**src/rtl/core/line_resampler_box_triangle_assert.svh**
```systemverilog
// Assertion macros for the line resampler.
// Expects clk and arst_n in the scope of each use.
`ifndef LINE_RESAMPLER_BOX_TRIANGLE_ASSERT_SVH
`define LINE_RESAMPLER_BOX_TRIANGLE_ASSERT_SVH

// Condition holds in the same cycle
`define LRBT_ASSERT_IMPL(lbl, pre, post, msg) \
lbl: assert property (@(posedge clk) disable iff (!arst_n) (pre) |-> (post)) else $error(msg);

// Condition holds in the following cycle
`define LRBT_ASSERT_NEXT(lbl, pre, post, msg) \
lbl: assert property (@(posedge clk) disable iff (!arst_n) (pre) |=> (post)) else $error(msg);

`endif

```
**src/rtl/core/lrbt_pkg.sv**
```systemverilog
// Shared types and constants of the line resampler.
// No dependencies; imported by the interfaces, divider, datapath, controller and top.
package lrbt_pkg;

	localparam int SAMPLE_W   = 16;             // sample width
	localparam int IDX_W      = 8;              // window index width
	localparam int CNT_W      = 7;              // output count width
	localparam int FRAC_W     = 16;             // fraction bits of Q formats
	localparam int RATIO_W    = 24;             // Q8.16 ratio and position
	localparam int REM_W      = 7;              // remainder of position step
	localparam int SPAN_W     = 10;             // tent tap count
	localparam int TOT_W      = 34;             // tent weight total
	localparam int DIST_W     = 28;             // signed tap distance
	localparam int TAPP_W     = 12;             // signed tap position
	localparam int WGT_W      = FRAC_W + 1;     // weight up to 1.0
	localparam int PROD_W     = SAMPLE_W + WGT_W + 1;
	localparam int ACC_W      = PROD_W + 2;
	localparam int DIV_STEP_W = 5;

	localparam int REG_ADDR_W = 2;
	localparam int REG_DATA_W = 8;

	// Register indexes
	localparam logic [REG_ADDR_W-1:0] REG_FILTER_MODE = 2'd0;
	localparam logic [REG_ADDR_W-1:0] REG_FIRST_INDEX = 2'd1;
	localparam logic [REG_ADDR_W-1:0] REG_LAST_INDEX  = 2'd2;
	localparam logic [REG_ADDR_W-1:0] REG_OUT_COUNT   = 2'd3;

	// Filter modes
	localparam logic FILTER_BOX      = 1'b0;
	localparam logic FILTER_TRIANGLE = 1'b1;

	typedef enum logic [1:0] {
		DIV_RATIO,
		DIV_SPAN,
		DIV_WEIGHT
	} div_sel_t;

	typedef enum logic [1:0] {
		RD_TAP0,
		RD_TAP1,
		RD_TENT
	} rd_src_t;

	typedef enum logic [1:0] {
		WT_TAP0,
		WT_TAP1,
		WT_DIV
	} wt_src_t;

	// Controller to datapath
	typedef struct packed {
		logic     load;
		logic     div_start;
		div_sel_t div_sel;
		logic     take_ratio;
		logic     take_span;
		logic     clear_acc;
		logic     rd_en;
		rd_src_t  rd_src;
		logic     mul;
		wt_src_t  wt_src;
		logic     acc;
		logic     tent_a;
		logic     tent_b;
		logic     p1_step;
		logic     p2_init;
		logic     tap_adv;
		logic     emit;
	} lrbt_cmd_t;

	// Datapath to controller
	typedef struct packed {
		logic line_done;
		logic div_busy;
		logic tent;
		logic linear;
		logic w_pos;
		logic tap_last;
		logic total_zero;
		logic k_last;
		logic out_free;
	} lrbt_stat_t;

endpackage

```
**src/rtl/core/lrbt_ctrl.sv**
```systemverilog
// Controller of the line resampler: sequences loading, divisions and taps.
// Depends on lrbt_pkg.
module lrbt_ctrl
	import lrbt_pkg::*;
(
	input  logic       clk,
	input  logic       arst_n,
	input  lrbt_stat_t st,
	output lrbt_cmd_t  cmd
);

	typedef enum logic [4:0] {
		S_LOAD,
		S_RATIO_GO,
		S_RATIO_WAIT,
		S_SPAN_GO,
		S_SPAN_WAIT,
		S_OUT_BEGIN,
		S_A_RD,
		S_A_MUL,
		S_A_ACC,
		S_B_RD,
		S_B_MUL,
		S_B_ACC,
		S_TENT_A,
		S_TENT_B,
		S_P1,
		S_P1_END,
		S_P2_CHK,
		S_P2_WAIT,
		S_P2_ACC,
		S_FINAL
	} state_t;

	state_t state_q;

	// State register
	always_ff @(posedge clk or negedge arst_n) begin
		if (!arst_n) begin
			state_q <= S_LOAD;
		end else begin
			case (state_q)
				S_LOAD:       if (st.line_done) state_q <= S_RATIO_GO;
				S_RATIO_GO:   state_q <= S_RATIO_WAIT;
				S_RATIO_WAIT: if (!st.div_busy) state_q <= S_SPAN_GO;
				S_SPAN_GO:    state_q <= S_SPAN_WAIT;
				S_SPAN_WAIT:  if (!st.div_busy) state_q <= S_OUT_BEGIN;
				S_OUT_BEGIN:  state_q <= st.tent ? S_TENT_A : S_A_RD;
				S_A_RD:       state_q <= S_A_MUL;
				S_A_MUL:      state_q <= S_A_ACC;
				S_A_ACC:      state_q <= st.linear ? S_B_RD : S_FINAL;
				S_B_RD:       state_q <= S_B_MUL;
				S_B_MUL:      state_q <= S_B_ACC;
				S_B_ACC:      state_q <= S_FINAL;
				S_TENT_A:     state_q <= S_TENT_B;
				S_TENT_B:     state_q <= S_P1;
				S_P1:         if (st.tap_last) state_q <= S_P1_END;
				S_P1_END:     state_q <= st.total_zero ? S_FINAL : S_P2_CHK;
				S_P2_CHK: begin
					if (st.w_pos) begin
						state_q <= S_P2_WAIT;
					end else if (st.tap_last) begin
						state_q <= S_FINAL;
					end
				end
				S_P2_WAIT:    if (!st.div_busy) state_q <= S_P2_ACC;
				S_P2_ACC:     state_q <= st.tap_last ? S_FINAL : S_P2_CHK;
				S_FINAL: begin
					if (st.out_free) begin
						state_q <= st.k_last ? S_LOAD : S_OUT_BEGIN;
					end
				end
				default:      state_q <= S_LOAD;
			endcase
		end
	end

	// Command decode
	always_comb begin
		cmd = '0;
		cmd.div_sel = DIV_RATIO;
		cmd.rd_src  = RD_TAP0;
		cmd.wt_src  = WT_TAP0;
		case (state_q)
			S_LOAD:       cmd.load = 1'b1;
			S_RATIO_GO:   cmd.div_start = 1'b1;
			S_RATIO_WAIT: cmd.take_ratio = !st.div_busy;
			S_SPAN_GO: begin
				cmd.div_sel   = DIV_SPAN;
				cmd.div_start = 1'b1;
			end
			S_SPAN_WAIT:  cmd.take_span = !st.div_busy;
			S_OUT_BEGIN:  cmd.clear_acc = 1'b1;
			S_A_RD:       cmd.rd_en = 1'b1;
			S_A_MUL:      cmd.mul = 1'b1;
			S_A_ACC:      cmd.acc = 1'b1;
			S_B_RD: begin
				cmd.rd_en  = 1'b1;
				cmd.rd_src = RD_TAP1;
			end
			S_B_MUL: begin
				cmd.mul    = 1'b1;
				cmd.wt_src = WT_TAP1;
			end
			S_B_ACC:      cmd.acc = 1'b1;
			S_TENT_A:     cmd.tent_a = 1'b1;
			S_TENT_B:     cmd.tent_b = 1'b1;
			S_P1: begin
				cmd.p1_step = 1'b1;
				cmd.tap_adv = 1'b1;
			end
			S_P1_END:     cmd.p2_init = !st.total_zero;
			S_P2_CHK: begin
				cmd.div_sel = DIV_WEIGHT;
				cmd.rd_src  = RD_TENT;
				if (st.w_pos) begin
					cmd.div_start = 1'b1;
					cmd.rd_en     = 1'b1;
				end else begin
					cmd.tap_adv = 1'b1;
				end
			end
			S_P2_WAIT: begin
				cmd.wt_src = WT_DIV;
				cmd.mul    = !st.div_busy;
			end
			S_P2_ACC: begin
				cmd.acc     = 1'b1;
				cmd.tap_adv = 1'b1;
			end
			S_FINAL:      cmd.emit = st.out_free;
			default:      cmd.load = 1'b0;
		endcase
	end

endmodule

```
**config.mk**
```make
export PLATFORM = sky130hd
export DESIGN_NAME = lrbt_ctrl
export DESIGN_NICKNAME = d
export VERILOG_FILES = /design/src/rtl/core/line_resampler_box_triangle_assert.svh /design/src/rtl/core/lrbt_pkg.sv /design/src/rtl/core/lrbt_ctrl.sv
export SDC_FILE = /design/constraint.sdc
export NUM_CORES = 1
export LEC_CHECK = 0
export BUFFER_PORTS_ARGS = -buffer_cell sky130_fd_sc_hd__clkbuf_2
export CAP_MARGIN = 25
export CELL_PAD_IN_SITES_DETAIL_PLACEMENT = 1
export CELL_PAD_IN_SITES_GLOBAL_PLACEMENT = 2
export CORE_MARGIN = 10
export CORE_UTILIZATION = 26
export CTS_BUF_LIST = sky130_fd_sc_hd__clkbuf_16
export CTS_CLUSTER_SIZE = 20
export DETAILED_ROUTE_END_ITERATION = 16
export PLACE_DENSITY = 0.85
export RECOVER_POWER = 100
export SETUP_SLACK_MARGIN = 0.3
export SLEW_MARGIN = 20
export SYNTH_ARGS = -nofsm -noshare
export SYNTH_HDL_FRONTEND = slang
export SYNTH_SLANG_ARGS = --single-unit
```
**constraint.sdc**
```tcl
create_clock -name clk -period 3.1 [get_ports clk]
set_input_delay 0 -clock clk [delete_from_list [all_inputs] [get_ports clk]]
set_output_delay 0 -clock clk [all_outputs]
set_load 0.005 [all_outputs]
```
==> flow_metrics.tcl, run 1 <==
set metrics [dict create \
    avgSynthCellArea_sq_um 6.86 \
    grt_util_overall_pct 11.0 \
    vdd_drop_max_mv 0.461 \
    cellLeakagePower_nw 0.354 \
    synth_cells 107 \
    final.setup.tns_ns 0 \
    layout_fillers 363 \
    cts.path.max_buffers 2 \
    final_net_count 142 \
    synth_top_cells_by_count "nor3_1 (14), nor2_1 (13), buf_2 (6), nand2_1 (6), dfrtp_1 (5)" \
    multi_input_area_sq_um 536 \
    rsz0062_at_grt "false" \
    synth-edff-count 0 \
    yosys_warnings 0 \
    critPathArrivalTime_ns 2.36 \
    synth.lib_cells_used.distinct 44 \
    power_per_cell_area_nw_per_um2 1100 \
    crit_family "simple AND/OR/NAND/NOR gates" \
    synth_largest_type_area_fraction_pct 17.0 \
    total_of_flip_flops_plus_latches_after_synthesis 5 \
    max_slew.worst_pin.slew_ns 0.717 \
    route.antenna.remaining_nets 0 \
    setup.worst_path.start_class "register" \
    largest_register_ffs 5 \
    worst_setup_path_end_kind "register" \
    detailroute.via_count 930 \
    syn-num-nets 118 \
    cts_repair_resize_count 0 \
    worstPathCellList "or2_0 -> or4_1 -> o211ai_1 -> mux2_4" \
    die_w_microns 73.2 \
    min_period_ns 2.26 \
    cts.sinks 5 \
    seq_area_frac_synth_pct 17.0 \
    timing.final.crit_share_pct 72.9 \
    final-max-slew-violation-count 0 \
    detailedPlacementHpwl_microns 2160 \
    max_cap_viol_count 0 \
    ys_async_sr_fraction_pct 100 \
    detailedRoute.firstPassIterationCount 4 \
    hold_violations 0 \
    design.portCount 31 \
    worst-setup-path-type "register to register" \
    vias_in_the_first_global_route 981 \
    core_sq_um 2730 \
    min-delay-path-class "input pin to register" \
    gp_congestion 0.769 \
    synth-main-ff-cell "dfrtp_1" \
    fmax_mhz 443 \
    synthTopCellsByArea "dfrtp_1 (17%), nor3_1 (9.5%), nor2_1 (6.6%), buf_2 (4.1%), nor2b_1 (3.4%)" \
    grt_first_pass_wirelength_microns 4880 \
    status "completed" \
    drt-vias-per-instance 5.78 \
    clock_tree_from_tritoncts "yes" \
    area.growth.synth_to_final_pct 26.4 \
    die_area_sq_um 5350 \
    site_rows 19 \
    grt_remaining_overflow 0 \
    relSlewSlack_pct 52.2 \
    numCtsBuffers 3 \
    place_ws_ns 1.00 \
    utilization_pct 34.0 \
    top_register "state_q" \
    drc_errors 0 \
    port_buffers 30 \
    grt_max_degree 25 \
    worst_path_max_delay_cell "dfrtp_1" \
    seq_area_sq_um 125 \
    synth.cell_area_sq_um 734 \
    worst-endpoint-required_ns 3.20 \
    grt_antenna_before_repair 0 \
    fin_worst_skew_ns 0.00176 \
    routed_wl_microns 2890 \
    total_power_w 0.00102 \
    final.setup.worst_slack_ns 0.841 \
    reg_top3 "state_q x5" \
    cts-htree-levels 1 \
    clk_latency_ns 0.23 \
    die_h_microns 73.2 \
    start_util_pct 26.9 \
    critical_path_peak_fanout 21 \
    drt-wirelength-per-cell_microns 18.0 \
    synth.largest_area_cell "dfrtp_1" \
    timing.critical_path.slowest_cell_delay_ns 0.60 \
    layout-drive-gt1-share_pct 15.4 \
    yosys.cell_count.top_type "nor3_1" \
    final-setup-viol-count 0 \
    antenna-diode-count 0 \
    clk_pin_slew_worst_setup_hold_paths_ns 0.03 \
    critical_path.n_buffers_inverters 0 \
    drt_first_iter_violations 72 \
    cts.root.buffer_cell "clkbuf_16" \
]
final cells by class:
| class | count | share of cell area, % |
|---|---|---|
| clock buffer | 3 | 8.09 |
| clock inverter | 1 | 0.404 |
| tap | 31 | 4.18 |
| inverter | 3 | 1.21 |
| multi-input combinational | 87 | 57.7 |
| sequential | 5 | 13.5 |
| timing repair buffer | 31 | 15.0 |
path summary, 6_finish.rpt:
path                                        start                      to  slack [ns]  cells past startpoint
max                        state_q[2]$_DFFE_PN0P_  state_q[4]$_DFFE_PN0P_        0.84                      4
max reg2reg                state_q[2]$_DFFE_PN0P_  state_q[4]$_DFFE_PN0P_        0.84                      4
min reg2reg                state_q[4]$_DFFE_PN0P_  state_q[2]$_DFFE_PN0P_        0.92                      1
min in group asynchronous                  arst_n  state_q[1]$_DFFE_PN0P_        0.15                      2
max in group asynchronous                  arst_n  state_q[4]$_DFFE_PN0P_        2.74                      2
min                                         st[1]  state_q[2]$_DFFE_PN0P_        0.09                      4
metrics by stage:
| stage | std cells | hold WS [ns] | cell area (sq um) |
|---|---|---|---|
| 3_3_place_gp | 156 | -0.181 | 870 |
| 5_1_grt | 161 | 0.161 | 928 |
| 4_1_cts | 161 | 0.0968 | 958 |
| 3_5_place_dp | 156 | -0.179 | 870 |
| 6_report | 161 | 0.0872 | 928 |
| 2_1_floorplan | 107 | -0.296 | 734 |
logic make-up (layout without fill, tap and decap cells):
group	count (synthesis)	count (layout)	share of synthesized area (%)
simple gates	58	58	43.1
compound gates	25	25	24.9
buf+inv	15	38	8.86
flops	5	5	17.0
mux	3	3	4.94
xor+xnor	1	1	1.19
worst reg2reg max path: cells and delay by family, from the launching register on:
kind | cells | cell delay (ns)
multiplexers | 1 | 0.34
AND/OR/NAND/NOR | 2 | 0.97
AO/OA/AOI/OAI | 1 | 0.23
flip-flops | 1 | 0.60
where the power goes:
part / switching [W] / internal (W) / leakage (nW)
registers: 0.000164 / 0.0000953 / 0.0625
clock network: 0.0000405 / 0.000167 / 0.0423
logic: 0.000310 / 0.000240 / 0.249
layer usage:
layer | global-route usage [%] | routed length, microns
met1 | 12.5 | 1180
met3 | 4.22 | 263
met4 | 4.01 | 27
met2 | 18.1 | 1420
met5 | 0 | 0
placed cells by master (no fill, tap or decap), types with 2 or more instances in the layout:
| master | synthesis | final |
|---|---|---|
| or2_0 | 1 | 2 |
| nand3_1 | 4 | 4 |
| dfrtp_1 | 5 | 5 |
| or2_2 | 2 | 2 |
| o22ai_1 | 2 | 2 |
| a2bb2oi_1 | 2 | 2 |
| clkbuf_2 | 1 | 13 |
| clkbuf_1 | 2 | 16 |
| inv_1 | 3 | 4 |
| nor2_1 | 13 | 13 |
| a21oi_1 | 4 | 4 |
| a31oi_1 | 2 | 2 |
| nor2b_1 | 4 | 4 |
| nor3_1 | 14 | 14 |
| nor4b_1 | 2 | 2 |
| nand2_1 | 6 | 6 |
| o21ai_0 | 3 | 4 |
| nand2b_1 | 3 | 3 |
| clkbuf_16 | 0 | 3 |
| a221oi_1 | 2 | 2 |
repair_timing:
action / 4_1_cts / 5_1_grt
hold buffers: 1 / 0
setup buffers: 0 / 0
hold endpoints to repair: 5 / 0
(Power assumes the default switching activity.)
==> run 2: changes to the inputs <==
--- a/config.mk
+++ b/config.mk
@@ -10,11 +10,11 @@
 export CELL_PAD_IN_SITES_DETAIL_PLACEMENT = 1
 export CELL_PAD_IN_SITES_GLOBAL_PLACEMENT = 2
 export CORE_MARGIN = 10
-export CORE_UTILIZATION = 26
+export CORE_UTILIZATION = 21
 export CTS_BUF_LIST = sky130_fd_sc_hd__clkbuf_16
 export CTS_CLUSTER_SIZE = 20
 export DETAILED_ROUTE_END_ITERATION = 16
-export PLACE_DENSITY = 0.85
+export PLACE_DENSITY = 0.74
 export RECOVER_POWER = 100
 export SETUP_SLACK_MARGIN = 0.3
 export SLEW_MARGIN = 20
==> constraint.sdc (replaced) <==
create_clock -name clk -period 1.94 [get_ports clk]
set_input_delay 0 -clock clk [delete_from_list [all_inputs] [get_ports clk]]
set_output_delay 0 -clock clk [all_outputs]
set_load 0.005 [all_outputs]
==> flow_metrics.tcl, run 2 (synthesis gave the netlist of run 1 again) <==
set metrics [dict create \
    status "completed" \
    hold_path_depth 4 \
    min_period_ns 1.78 \
    min-delay-path-class "input pin to register" \
    regToRegSetupSlack_ns 0.16 \
    internal_power_w 0.00113 \
    design.portCount 31 \
    drt-wirelength-per-cell_microns 17.5 \
    switching_share_pct 46.4 \
    place_ws_ns 0.184 \
    core_sq_um 3360 \
    grt_antenna_before_repair 0 \
    max_slew.worst_pin.slew_ns 0.287 \
    antenna-diode-count 0 \
    final.setup.worst_slack_ns 0.156 \
    setup.worst_path.start_class "register" \
    detailedRoute.firstPassIterationCount 4 \
    critical_path_peak_fanout 3 \
    place_inst 182 \
    layout_fillers 441 \
    clk_latency_ns 0.23 \
    power.net_switching_w 0.000976 \
    pwr-share-clk_pct 16.4 \
    share_seq_of_total_power_pct 11.0 \
    drt_first_iter_violations 30 \
    top_register "state_q" \
    port_buffers 30 \
    grt_first_pass_wirelength_microns 5420 \
    numCtsBuffers 3 \
    routed_wl_microns 3430 \
    cts.path.max_buffers 2 \
    hold_violations 0 \
    largest_register_ffs 5 \
    detailedPlacementHpwl_microns 2460 \
    cts.sinks 5 \
    cts-htree-levels 1 \
    critPathArrivalTime_ns 1.90 \
    multi_input_area_sq_um 591 \
    drc_errors 0 \
    clk_pin_slew_worst_setup_hold_paths_ns 0.03 \
    detailroute.via_count 1019 \
    worst-setup-path-type "register to register" \
    worst_r2r_startpoint "state_q[3]$_DFFE_PN0P_" \
    layout.cells.most_common "clkbuf_2" \
    clock_tree_from_tritoncts "yes" \
    rsz0062_at_grt "true" \
    vdd_drop_max_mv 0.396 \
    layout-drive-gt1-share_pct 38.7 \
    share_comb_of_total_power_pct 72.6 \
    timing.final.crit_share_pct 92.0 \
    area.growth.synth_to_final_pct 59.6 \
    worst_setup_path_end_kind "register" \
    final-max-slew-violation-count 0 \
    grt_max_degree 21 \
    fmax_mhz 561 \
    gp_congestion 0.859 \
    worst-endpoint-required_ns 2.05 \
    fin_worst_skew_ns 0.000659 \
    r2r.worst_path.cells 4 \
    grt_remaining_overflow 0 \
    reg_top3 "state_q x5" \
    final.hold.worst_slack_ns 0.0832 \
    seq_area_sq_um 129 \
    start_util_pct 21.8 \
    site_rows 21 \
    grt_util_overall_pct 10.5 \
    drt-vias-per-instance 5.20 \
    final_net_count 162 \
    die_h_microns 79.1 \
    worst_hold_startpoint "st[1]" \
    hold-path-endpoint "state_q[2]$_DFFE_PN0P_" \
    die_area_sq_um 6260 \
    final.setup.tns_ns 0 \
    die_w_microns 79.1 \
    layout_common_cells "clkbuf_2 (18), buf_4 (15), clkbuf_1 (14), nor3_1 (12), nor2_1 (12)" \
    r2r_end "state_q[4]$_DFFE_PN0P_" \
    relSlewSlack_pct 80.6 \
    final_cells 196 \
    cellLeakagePower_nw 0.473 \
    max_cap_viol_count 0 \
    vias_in_the_first_global_route 1049 \
    route.antenna.remaining_nets 0 \
    cts.root.buffer_cell "clkbuf_16" \
    power_per_cell_area_nw_per_um2 1790 \
    final-setup-viol-count 0 \
]
## run 2: area by class of cell
| type | count | share of cell area, % |
|---|---|---|
| timing repair buffer | 51 | 25.7 |
| clock inverter | 1 | 0.320 |
| sequential | 5 | 11.0 |
| clock buffer | 3 | 6.40 |
| inverter | 3 | 1.28 |
| tap | 46 | 4.91 |
| multi-input combinational | 87 | 50.4 |
## run 2: repair_timing
action | CTS | global route
setup buffers | 7 | 2
hold buffers | 1 | 0
endpoints found under the setup margin | 7 | 9
gates resized for setup | 9 | 15
endpoints found under the hold margin | 5 | 0
pin swaps | 2 | 2
## run 2: metal layers
layer	track usage, %	routed length, microns
met1	12.0	1510
met2	17.0	1590
met3	3.72	240
met4	5.20	89
met5	0	0
## run 2: stage by stage
step | utilization, % | instance area (sq um) | power (W)
floorplan | - | 734 | 0.00106
global placement | 29.2 | 983 | 0.00150
detailed placement | 29.2 | 983 | 0.00152
CTS | 34.2 | 1150 | 0.00203
global route | 34.9 | 1170 | 0.00229
finish | 34.9 | 1170 | 0.00210
## run 2: power by group through the flow
stage,combinational (W),sequential [W],clock (W)
after floorplan,0.000879,0.000180,0
after global placement,0.00128,0.000225,0
after detailed placement,0.00129,0.000232,0
after CTS,0.00146,0.000223,0.000348
after global routing,0.00170,0.000236,0.000359
final,0.00153,0.000231,0.000345
## run 2: critical path, stage by stage, from the launching register on
cell	delay (ns)
dfrtp_2	0.43
or2_1	0.24
or4_4	0.50
o211ai_1	0.17
mux2_4	0.33
## run 2: how the worst max path moves through the flow
stage / cells after the start / startpoint / slack [ns] / endpoint
final: 4 / state_q[3]$_DFFE_PN0P_ / 0.16 / state_q[4]$_DFFE_PN0P_
after global routing: 5 / state_q[0]$_DFFE_PN0P_ / 0.10 / state_q[4]$_DFFE_PN0P_
after CTS: 4 / state_q[3]$_DFFE_PN0P_ / 0.23 / state_q[4]$_DFFE_PN0P_
after detailed placement: 5 / state_q[0]$_DFFE_PN0P_ / 0.18 / state_q[4]$_DFFE_PN0P_
after global placement: 5 / state_q[0]$_DFFE_PN0P_ / 0.24 / state_q[4]$_DFFE_PN0P_
after floorplan: 5 / state_q[4]$_DFFE_PN0P_ / 0.21 / state_q[4]$_DFFE_PN0P_
==> run 3: changes to the inputs <==
--- a/config.mk
+++ b/config.mk
@@ -5,7 +5,7 @@
 export SDC_FILE = /design/constraint.sdc
 export NUM_CORES = 1
 export LEC_CHECK = 0
-export BUFFER_PORTS_ARGS = -buffer_cell sky130_fd_sc_hd__clkbuf_2
+export BUFFER_PORTS_ARGS = -buffer_cell sky130_fd_sc_hd__buf_2
 export CAP_MARGIN = 25
 export CELL_PAD_IN_SITES_DETAIL_PLACEMENT = 1
 export CELL_PAD_IN_SITES_GLOBAL_PLACEMENT = 2
==> constraint.sdc (replaced) <==
create_clock -name clk -period 1.55 [get_ports clk]
set_input_delay 0 -clock clk [delete_from_list [all_inputs] [get_ports clk]]
set_output_delay 0 -clock clk [all_outputs]
set_load 0.005 [all_outputs]
==> flow_metrics.tcl, run 3 (synthesis gave the netlist of run 1 again) <==
set metrics [dict create \
    detailedRoute.firstPassIterationCount 4 \
    cts-htree-levels 1 \
    drt-wirelength-per-cell_microns 19.6 \
    routed_wl_microns 4540 \
    final.setup.worst_slack_ns -0.145 \
    min_period_ns 1.70 \
    site_rows 21 \
    layout_common_cells "buf_4 (34), buf_2 (26), buf_6 (17), nor3_2 (9), nor2_1 (7)" \
    start_util_pct 21.8 \
    layout.cells.most_common "buf_4" \
    dpl-instance-area_sq_um 1110 \
    final.setup.tns_ns -0.942 \
    die_area_sq_um 6260 \
    grt_max_degree 16 \
    worst-endpoint-required_ns 1.67 \
    r2r.worst_path.cells 6 \
    critPathArrivalTime_ns 1.81 \
    hold_path_depth 4 \
    drc_errors 0 \
    worst-setup-path-type "register to register" \
    design.portCount 31 \
    cts.sinks 5 \
    final_net_count 197 \
    total_power_w 0.00410 \
    grt_util_overall_pct 12.0 \
    die_w_microns 79.1 \
    die_h_microns 79.1 \
    timing.critical_path.slowest_cell_delay_ns 0.37 \
    vdd_drop_max_mv 0.856 \
    finalInstanceArea_sq_um 1730 \
    critical_path.n_buffers_inverters 2 \
    grt_antenna_before_repair 0 \
    max_slew.worst_pin.slew_ns 0.400 \
    final-max-slew-violation-count 0 \
    clk_latency_ns 0.24 \
    fin_worst_skew_ns 0.00312 \
    clk_pin_slew_worst_setup_hold_paths_ns 0.04 \
    relSlewSlack_pct 73.1 \
    power_per_cell_area_nw_per_um2 2370 \
    detailroute.via_count 1178 \
    drt_first_iter_violations 44 \
    rsz0062_at_grt "true" \
    grt_remaining_overflow 0 \
    numCtsBuffers 3 \
    clock_tree_from_tritoncts "yes" \
    fmax_mhz 590 \
    final-setup-viol-count 11 \
    antenna-diode-count 0 \
    worstPathCellList "buf_4 -> buf_6 -> nand3b_1 -> a2bb2oi_2 -> o211ai_2 -> mux2_4" \
    timing.final.crit_share_pct 109 \
    violated_checks "negative setup slack" \
    reg_top3 "state_q x5" \
    vias_in_the_first_global_route 1239 \
    port_buffers 30 \
    gp_congestion 0.859 \
    top_register "state_q" \
    worst_setup_path_end_kind "register" \
    max_cap_viol_count 0 \
    status "complete, but fails checks" \
    route.antenna.remaining_nets 0 \
    cts.path.max_buffers 2 \
    layout-drive-gt1-share_pct 69.2 \
    regToRegSetupSlack_ns -0.15 \
    largest_register_ffs 5 \
    worst_path_max_delay_cell "dfrtp_1" \
    drt-vias-per-instance 5.10 \
    cts.root.buffer_cell "clkbuf_16" \
    utilization_pct 51.4 \
    detailedPlacementHpwl_microns 2750 \
    hold_violations 0 \
    core_sq_um 3360 \
    area.growth.synth_to_final_pct 135 \
    crit_family "compound AO/OA/AOI/OAI gates" \
    critical_path_peak_fanout 8 \
    grt_first_pass_wirelength_microns 6110 \
    final.hold.worst_slack_ns 0.0944 \
    min-delay-path-class "input pin to register" \
    cellLeakagePower_nw 0.774 \
    setup.worst_path.start_class "register" \
    path_depth 6 \
]
[run 3: cell types whose count changed in the layout (fill, tap and decap cells not counted), moves of 3 or more]
cell / previous run / this run
nor2_1: 12 / 7
nor2_4: 0 / 3
clkbuf_1: 14 / 4
dfrtp_1: 2 / 5
clkbuf_2: 18 / 0
buf_2: 1 / 26
nor3_2: 2 / 9
buf_6: 1 / 17
nor3_1: 12 / 4
buf_4: 15 / 34
dfrtp_2: 3 / 0
[run 3: worst reg2reg max path, cell delays in order (launching register included)]
cell       delay [ns]
dfrtp_1          0.37
buf_4            0.14
buf_6            0.13
nand3b_1         0.21
a2bb2oi_2        0.18
o211ai_2         0.22
mux2_4           0.32
[run 3: layout make-up]
type                       count  area [sq um]
sequential                     5           125
tap                           46          57.6
inverter                       3          15.0
clock buffer                   3          75.1
clock inverter                 1          3.75
fill                         427          1640
timing repair buffer          86           677
multi-input combinational     87           774
[run 3: per-stage QoR]
stage | cells | setup WS (ns)
floorplan | 107 | -0.177
global placement | 200 | -0.0667
detailed placement | 200 | -0.129
CTS | 212 | -0.0989
global route | 231 | -0.275
finish | 231 | -0.145
[run 3: power breakdown]
group	switching (W)	total, W	internal, W
Combinational	0.00162	0.00340	0.00178
Sequential	0.0000617	0.000258	0.000196
Clock	0.000111	0.000448	0.000337
Total	0.00179	0.00410	0.00231
[run 3: timing repair]
item,in CTS,in global routing
hold buffers,1,0
gates cloned,0,1
gates resized for setup,46,31
endpoints found under the hold margin,5,0
pin swaps,9,13
setup buffers,7,18
setup endpoints to repair,25,25
[run 3: path summary, 6_finish.rpt]
path | from | to
worst max-delay path | state_q[4]$_DFFE_PN0P_ | state_q[4]$_DFFE_PN0P_
worst min-delay path | st[1] | state_q[2]$_DFFE_PN0P_
worst max register to register | state_q[4]$_DFFE_PN0P_ | state_q[4]$_DFFE_PN0P_
worst min register to register | state_q[3]$_DFFE_PN0P_ | state_q[3]$_DFFE_PN0P_
max in group asynchronous | arst_n | state_q[2]$_DFFE_PN0P_
min in group asynchronous | arst_n | state_q[3]$_DFFE_PN0P_
[run 3: routing by layer]
layer | vias to the layer above | wire (microns) | GRT usage (%)
met3 | 12 | 238 | 2.59
met5 | - | 0 | 0
met2 | 41 | 2420 | 21.7
li1 | 550 | - | -
met4 | 0 | 186 | 5.91
met1 | 575 | 1690 | 12.7
